$ cat config.mk
export PLATFORM = sky130hd
export DESIGN_NAME = int_to_decimal_ascii
export DESIGN_NICKNAME = d
export VERILOG_FILES = /design/src/sv/i2da_pkg.sv /design/src/sv/int_to_decimal_ascii.sv
export SDC_FILE = /design/constraint.sdc
export NUM_CORES = 1
export LEC_CHECK = 0
export BUFFER_PORTS_ARGS = -buffer_cell sky130_fd_sc_hd__buf_2
export CAP_MARGIN = 30
export CORE_MARGIN = 4
export CORE_UTILIZATION = 45
export DETAILED_ROUTE_END_ITERATION = 12
export GPL_ROUTABILITY_DRIVEN = 0
export GPL_TIMING_DRIVEN = 1
export MAX_ROUTING_LAYER = met4
export REMOVE_ABC_BUFFERS = 1
export SYNTH_ARGS = -nofsm -noshare
export SYNTH_HDL_FRONTEND = slang
export SYNTH_SLANG_ARGS = --single-unit
$ cat constraint.sdc
create_clock -name clk_i -period 9.8 [get_ports clk_i]
set_input_delay 1.47 -clock clk_i [delete_from_list [all_inputs] [get_ports clk_i]]
set_output_delay 1.47 -clock clk_i [all_outputs]
set_load 0.1 [all_outputs]
$ cat src/sv/i2da_pkg.sv
`default_nettype none

package i2da_pkg;

  localparam int NumDigits  = 10;
  localparam int ValueW     = 32;
  localparam int BitsPerCyc = 2;
  localparam int ShiftSteps = ValueW / BitsPerCyc;
  localparam int CntW       = $clog2(ShiftSteps);
  localparam int IdxW       = $clog2(NumDigits);
  localparam int PcW        = 3;

  localparam logic [7:0] CharZero  = 8'h30;
  localparam logic [7:0] CharMinus = 8'h2D;

  typedef logic [PcW-1:0] pc_t;

  // Program addresses
  localparam pc_t StepIdle   = 3'd0;
  localparam pc_t StepDabble = 3'd1;
  localparam pc_t StepSkip   = 3'd2;
  localparam pc_t StepSign   = 3'd3;
  localparam pc_t StepDigit  = 3'd4;
  localparam pc_t StepDone   = 3'd5;

  typedef enum logic [2:0] {
    OP_NOP,
    OP_LOAD,
    OP_DABBLE,
    OP_SKIP,
    OP_SIGN,
    OP_DIGIT
  } op_e;

  typedef enum logic [2:0] {
    C_NEVER,
    C_ALWAYS,
    C_NO_START,
    C_SHIFT_MORE,
    C_LEAD_ZERO,
    C_MORE_DIGITS
  } cond_e;

  typedef struct packed {
    op_e   op;
    cond_e cond;
    pc_t   target;
  } ucode_t;

  typedef struct packed {
    logic              cmd;
    logic [ValueW-1:0] value;
  } req_t;

  typedef struct packed {
    logic [7:0] char_out;
    logic       last;
  } rsp_t;

endpackage

`default_nettype wire

$ cat src/sv/int_to_decimal_ascii.sv
`default_nettype none
// Integer to decimal ASCII converter.
// Request channel: req_i carries cmd (0 unsigned, 1 two's complement signed)
// and a 32-bit value; a request is taken at a clock edge where start is high
// and busy is low. Response channel: rsp_o carries one ASCII byte and a last
// flag, marked by rsp_valid_o for exactly one cycle; the receiver cannot stall,
// so each byte must be taken in the cycle it is shown.
// Output: an optional '-', then 1 to 10 digits, most significant first, with no
// leading zeros; last marks the final digit.
// Sequence: a request keeps busy high through all of its steps, and a new request
// is taken only on an idle step, so one request must finish before the next is
// taken. Busy covers the 16 passes of the two-bit shift-and-add-3 binary to BCD
// converter, one step per decimal position (leading zeros are scanned, digits are
// emitted), one more to stop on the first digit, a sign step and a closing step.
// Once the first byte appears, bytes follow one per cycle.
// Control is a six-word microprogram in a constant table, stepped by a program
// counter with conditional jumps. Reset returns the counter to the idle step
// and drops rsp_valid_o; nothing is kept between requests.
module int_to_decimal_ascii (
  input  wire logic          clk_i,
  input  wire logic          rst_ni,
  input  wire logic          start,
  input  wire i2da_pkg::req_t req_i,
  output logic               busy,
  output i2da_pkg::rsp_t     rsp_o,
  output logic               rsp_valid_o
);
  import i2da_pkg::*;

  function automatic ucode_t ucode_rom(input pc_t pc);
    ucode_t w;
    case (pc)
      StepIdle:   w = '{op: OP_LOAD,   cond: C_NO_START,    target: StepIdle};
      StepDabble: w = '{op: OP_DABBLE, cond: C_SHIFT_MORE,  target: StepDabble};
      StepSkip:   w = '{op: OP_SKIP,   cond: C_LEAD_ZERO,   target: StepSkip};
      StepSign:   w = '{op: OP_SIGN,   cond: C_NEVER,       target: StepIdle};
      StepDigit:  w = '{op: OP_DIGIT,  cond: C_MORE_DIGITS, target: StepDigit};
      StepDone:   w = '{op: OP_NOP,    cond: C_ALWAYS,      target: StepIdle};
      default:    w = '{op: OP_NOP,    cond: C_ALWAYS,      target: StepIdle};
    endcase
    return w;
  endfunction

  pc_t                         pc_q, pc_d;
  logic [CntW-1:0]             cnt_q, cnt_d;
  logic [IdxW-1:0]             idx_q, idx_d;
  logic [NumDigits-1:0][3:0]   bcd_q, bcd_d;
  logic [ValueW-1:0]           bin_q, bin_d;
  logic                        neg_q, neg_d;
  rsp_t                        rsp_q, rsp_d;
  logic                        rsp_valid_q, rsp_valid_d;

  ucode_t                      uw;
  logic                        taken;
  logic                        req_neg;
  logic [ValueW-1:0]           req_mag;
  logic [3:0]                  cur_digit;

  assign uw        = ucode_rom(pc_q);
  assign req_neg   = req_i.cmd & req_i.value[ValueW-1];
  assign req_mag   = req_neg ? (~req_i.value + ValueW'(1)) : req_i.value;
  assign cur_digit = bcd_q[idx_q];

  // Branch condition
  always_comb begin
    case (uw.cond)
      C_NEVER:       taken = 1'b0;
      C_ALWAYS:      taken = 1'b1;
      C_NO_START:    taken = !start;
      C_SHIFT_MORE:  taken = (cnt_q != CntW'(ShiftSteps - 1));
      C_LEAD_ZERO:   taken = (cur_digit == 4'd0) && (idx_q != '0);
      C_MORE_DIGITS: taken = (idx_q != '0);
      default:       taken = 1'b0;
    endcase
  end

  always_comb begin
    pc_d = taken ? uw.target : pc_q + pc_t'(1);
  end

  // Datapath driven by the current control word
  always_comb begin
    cnt_d       = cnt_q;
    idx_d       = idx_q;
    bcd_d       = bcd_q;
    bin_d       = bin_q;
    neg_d       = neg_q;
    rsp_d       = rsp_q;
    rsp_valid_d = 1'b0;
    case (uw.op)
      OP_LOAD: begin
        cnt_d = '0;
        idx_d = IdxW'(NumDigits - 1);
        bcd_d = '0;
        bin_d = req_mag;
        neg_d = req_neg;
      end
      OP_DABBLE: begin
        for (int s = 0; s < BitsPerCyc; s++) begin
          for (int d = 0; d < NumDigits; d++) begin
            if (bcd_d[d] >= 4'd5) begin
              bcd_d[d] = bcd_d[d] + 4'd3;
            end
          end
          {bcd_d, bin_d} = {bcd_d, bin_d} << 1;
        end
        cnt_d = cnt_q + CntW'(1);
      end
      OP_SKIP: begin
        if (taken) begin
          idx_d = idx_q - IdxW'(1);
        end
      end
      OP_SIGN: begin
        rsp_valid_d   = neg_q;
        rsp_d.char_out = CharMinus;
        rsp_d.last     = 1'b0;
      end
      OP_DIGIT: begin
        rsp_valid_d    = 1'b1;
        rsp_d.char_out = CharZero + {4'b0000, cur_digit};
        rsp_d.last     = (idx_q == '0);
        idx_d          = idx_q - IdxW'(1);
      end
      OP_NOP: begin
      end
      default: begin
      end
    endcase
  end

  always_ff @(posedge clk_i or negedge rst_ni) begin
    if (!rst_ni) begin
      pc_q        <= StepIdle;
      rsp_valid_q <= 1'b0;
    end else begin
      pc_q        <= pc_d;
      rsp_valid_q <= rsp_valid_d;
    end
  end

  always_ff @(posedge clk_i) begin
    cnt_q <= cnt_d;
    idx_q <= idx_d;
    bcd_q <= bcd_d;
    bin_q <= bin_d;
    neg_q <= neg_d;
    rsp_q <= rsp_d;
  end

  assign busy        = (pc_q != StepIdle);
  assign rsp_o       = rsp_q;
  assign rsp_valid_o = rsp_valid_q;

endmodule

`default_nettype wire

==> results of run 1 <==
-- cells in the mapped netlist, types with 5 or more instances --
cell	count
nor3_1	5
clkbuf_1	14
nand4_1	5
a21oi_1	60
a21boi_0	5
nand2b_1	22
inv_1	39
nor4_1	5
a211oi_1	10
xor2_1	16
nor2b_1	15
o31ai_1	7
buf_4	5
nor2_1	59
xnor2_1	37
nor3b_1	20
o21a_1	6
a21o_1	5
mux2_2	12
mux2i_1	18
or3_1	10
o21ai_0	39
nand2_1	52
ha_1	47
edfxtp_1	87
-- cell type report --
| cell class | instances | area, µm² | share of cell area (%) |
|---|---|---|---|
| inverter | 39 | 146 | 2.04 |
| clock buffer | 10 | 229 | 3.19 |
| timing repair buffer | 46 | 238 | 3.31 |
| sequential | 91 | 2710 | 37.8 |
| multi-input combinational | 507 | 3560 | 49.6 |
| clock inverter | 6 | 65.1 | 0.907 |
| tap | 180 | 225 | 3.14 |
-- per-layer routing --
layer	up-vias	share of wire, %	track usage (%)	wire (µm)
li1	2444	-	-	-
met3	23	3.5	2.62	453
met5	-	0	-	0
met2	96	46	26.5	6060
met4	0	2.3	6.68	298
met1	2267	48	21.7	6290
-- cells by family after synthesis --
family	Yosys count	synth area share, %
fa+ha+maj	47	9.02
buf+inv	65	4.18
compound gates	157	14.7
flops	91	41.6
simple gates	213	17.1
other cells	2	0.115
xor+xnor	53	7.12
mux	34	6.27
-- stage by stage --
stage                     instances  util [%]  setup WS (ns)  instance area (µm²)
final                           879      51.1           6.23                 7180
after global placement          863      49.0           6.09                 6880
after global routing            879      51.1           6.07                 7180
after detailed placement        863      49.0           6.02                 6880
after CTS                       879      51.1           6.25                 7180
after floorplan                 637         -           2.14                 6400
-- worst paths after layout --
path                               end  slack [ns]     start
setup / recovery              idx_q[2]        6.23  idx_q[0]
hold / removal             rsp_valid_o        0.46     neg_q
setup reg to reg              idx_q[2]        6.23  idx_q[0]
hold reg to reg            rsp_valid_o        0.46     neg_q
max in group asynchronous  rsp_valid_o        8.76    rst_ni
min in group asynchronous      pc_q[1]        0.92    rst_ni
-- worst max-delay path, stage by stage, from the launching register on --
cell	delay (ns)
edfxtp_1	0.98
mux4_1	0.69
o22ai_1	0.21
a311oi_1	0.10
or4_1	0.58
nor4_2	0.37
a22o_1	0.33
-- registers in the layout, summed over array words and instances (netlist names) --
signal       flops
bcd_q           40
bin_q           32
cnt_q            4
idx_q            4
neg_q            1
pc_q             3
rsp_o            6
rsp_valid_o      1
==> impl_metrics.env, run 1 <==
export IMPL_finalSetupTns_ns=0
export IMPL_start_util_pct=46.4
export IMPL_arrival_ns=3.61
export IMPL_cts_setup_buffers=0
export IMPL_drv_slew=0
export IMPL_period_needed_ns=3.57
export IMPL_max_slew_worst_pin_slew_ns=0.963
export IMPL_cts_max_level=3
export IMPL_seq_area_frac_synth_pct=41.6
export IMPL_ys_types=54
export IMPL_holdWs_ns=0.463
export IMPL_hpwl_um=9480
export IMPL_drc=0
export IMPL_path_clk_slew_ns=0.07
export IMPL_cts_hold_buf=0
export IMPL_synth_area_mm2=0.00652
export IMPL_ys_ff_latch=91
export IMPL_portBuffers=43
export IMPL_clock_latency_ns=0.35
export IMPL_cts_tree="yes"
export IMPL_synth_warnings=0
export IMPL_drive_above_1_share_pct=12.9
export IMPL_status="finished, final reports clean"
export IMPL_maxCapViolations=0
export IMPL_nets=777
export IMPL_start_kind="register"
export IMPL_die_area_mm2=0.0165
export IMPL_grt_util_all_layers_pct=16.8
export IMPL_diodes=0
export IMPL_synthCells=662
export IMPL_layout_common_cells="edfxtp_1 (87), a21oi_1 (60), nor2_1 (59), nand2_1 (52), ha_1 (47)"
export IMPL_wirelength_um=13100
export IMPL_clock_fmax_ghz=0.280
export IMPL_yosys_area_top_type="edfxtp_1"
export IMPL_skew_ns=0.00625
export IMPL_post_route_period_util_pct=36.4
export IMPL_ant_nets=0
export IMPL_hold_path_depth=1
export IMPL_avgSynthCellArea_um2=9.85
export IMPL_critPathMaxFanout=20
export IMPL_async_flop_share_pct=4.40
export IMPL_drtPass1Iterations=5
export IMPL_coreArea_mm2=0.0140
export IMPL_io_pins=47
export IMPL_wl_per_cell_um=14.9
export IMPL_cts_root_buf="clkbuf_16"
export IMPL_die_x_um=128
export IMPL_layout_cells_most_common="edfxtp_1"
export IMPL_fillers=1286
export IMPL_syn_to_final_growth_pct=10.0
export IMPL_fp_dieH_um=128
export IMPL_row_count=43
export IMPL_grt_start_max_net_pins=68
export IMPL_cp_required_ns=9.85
export IMPL_overflow=0
export IMPL_hold_viol_final=0
export IMPL_relSlewSlack_pct=35.8
export IMPL_synthFlopType="edfxtp_1"
export IMPL_drtIter0Drc=259
export IMPL_cts_path_max_buffers=2
export IMPL_cts_buffers_inserted=9
export IMPL_synth_top_area_share_pct=40.1
export IMPL_clock_sinks=91
export IMPL_rr_worst_depth=6
export IMPL_min_path_type="register to register"
export IMPL_path_class="register to register"
export IMPL_vias=4830
export IMPL_synth_area_top_cells="edfxtp_1 (40%), ha_1 (9.0%), xnor2_1 (5.0%)"
export IMPL_grt_pass1_vias=4655
export IMPL_cts_resized=0
export IMPL_rsz0062_at_grt="no"
export IMPL_antenna_found_initial=0
export IMPL_via_per_inst=5.49
export IMPL_grt_first_pass_wirelength_um=21900
export IMPL_endpoint_kind="register"
export IMPL_setup_viol=0
export IMPL_synth_edf_count=87
Power of run 1 is not shown: default switching activity piles up to over one toggle a cycle in this logic, so the estimate is an artifact.
==> run 2, diff against run 1 <==
==> constraint.sdc (replaced) <==
create_clock -name clk_i -period 3.6 [get_ports clk_i]
set_input_delay 0.54 -clock clk_i [delete_from_list [all_inputs] [get_ports clk_i]]
set_output_delay 0.54 -clock clk_i [all_outputs]
set_load 0.1 [all_outputs]
==> impl_metrics.env, run 2 (synthesis results as in run 1) <==
export IMPL_cts_resized=0
export IMPL_finalWorstSetupSlack_ns=0.654
export IMPL_largest_register_ffs=40
export IMPL_diodes=0
export IMPL_ant_nets=0
export IMPL_drtPass1Iterations=4
export IMPL_drc=0
export IMPL_drtIter0Drc=303
export IMPL_die_area_mm2=0.0165
export IMPL_wl_per_cell_um=15.0
export IMPL_clock_latency_ns=0.35
export IMPL_hold_viol_final=0
export IMPL_arrival_ns=2.99
export IMPL_wirelength_um=13200
export IMPL_post_route_period_util_pct=81.8
export IMPL_hpwl_um=9730
export IMPL_finalNonFillerCells=884
export IMPL_die_x_um=128
export IMPL_start_kind="register"
export IMPL_path_class="register to register"
export IMPL_cts_buffers_inserted=9
export IMPL_coreArea_mm2=0.0140
export IMPL_fillers=1257
export IMPL_cts_path_max_buffers=2
export IMPL_overflow=0
export IMPL_io_pins=47
export IMPL_syn_to_final_growth_pct=11.0
export IMPL_holdWs_ns=0.461
export IMPL_grt_start_max_net_pins=56
export IMPL_dp_cells=867
export IMPL_portBuffers=43
export IMPL_critPathMaxFanout=5
export IMPL_cts_setup_buffers=0
export IMPL_path_clk_slew_ns=0.08
export IMPL_max_slew_worst_pin_slew_ns=0.807
export IMPL_nets=782
export IMPL_cts_root_buf="clkbuf_16"
export IMPL_setup_viol=0
export IMPL_vias=4809
export IMPL_final_seq_area_mm2=0.00271
export IMPL_rsz0062_at_grt="no"
export IMPL_via_per_inst=5.44
export IMPL_clock_sinks=91
export IMPL_period_needed_ns=2.95
export IMPL_skew_ns=0.0105
export IMPL_grt_pass1_vias=4707
export IMPL_top_register="bcd_q"
export IMPL_min_path_type="register to register"
export IMPL_layout_common_cells="edfxtp_1 (87), a21oi_1 (60), nor2_1 (59), nand2_1 (52), ha_1 (47)"
export IMPL_row_count=43
export IMPL_relSlewSlack_pct=45.5
export IMPL_endpoint_kind="register"
export IMPL_fp_dieH_um=128
export IMPL_clock_fmax_ghz=0.339
export IMPL_maxCapViolations=0
export IMPL_cp_required_ns=3.64
export IMPL_multiInputGateArea_mm2=0.00356
export IMPL_drv_slew=0
export IMPL_drive_above_1_share_pct=13.6
export IMPL_status="finished, final reports clean"
export IMPL_cts_tree="yes"
export IMPL_place_ws_ns=0.677
export IMPL_grt_first_pass_wirelength_um=22300
export IMPL_start_util_pct=46.4
export IMPL_cts_max_level=3
export IMPL_layout_cells_most_common="edfxtp_1"
export IMPL_grt_util_all_layers_pct=17.2
export IMPL_antenna_found_initial=0
[run 2: worst max-delay path: stages (launching register included)]
cell and delay (ns):
edfxtp_1 0.52, mux4_1 0.62, o22ai_1 0.19, a311oi_1 0.08
or4_1 0.57, nor4_2 0.33, a22o_1 0.32
[run 2: path summary, 6_finish.rpt]
kind / end / slack [ns] / start / cells past startpoint
setup reg to reg: idx_q[0] / 0.65 / idx_q[0] / 6
hold reg to reg: rsp_valid_o / 0.46 / neg_q / 1
min in group asynchronous: rsp_valid_o / 0.52 / rst_ni / 2
hold / removal: rsp_valid_o / 0.46 / neg_q / 1
max in group asynchronous: pc_q[1] / 2.96 / rst_ni / 2
setup / recovery: idx_q[0] / 0.65 / idx_q[0] / 6
[run 2: final cells by class]
cell class                      count  area share (%)
Timing Repair Buffer               51            4.18
Clock inverter                      7           0.933
Inverter                           39            2.02
Clock buffer                        9            3.11
Tap cell                          180            3.11
Multi-Input combinational cell    507            49.2
Sequential cell                    91            37.5
[run 2: per-layer routing]
metal  track usage [%]  vias to the layer above  wire length, µm
met5                 -                        -                0
met1              22.4                     2261             6390
li1                  -                     2462                -
met4              5.81                        0              159
met2              27.6                       74             6190
met3              2.74                       12              484
[run 2: stage by stage]
stage / util [%] / cell area (µm²) / setup TNS (ns)
after floorplan: - / 6400 / -335.70
after global placement: 49.3 / 6920 / 0
after detailed placement: 49.4 / 6940 / 0
after CTS: 51.6 / 7240 / 0
after global routing: 51.6 / 7240 / 0
final: 51.6 / 7240 / 0
[run 2: timing repair]
item	4_1_cts	5_1_grt
endpoints found under the hold margin	4	0
hold buffers	1	0
setup endpoints to repair	0	0
Power of run 2 is left out for the same reason.
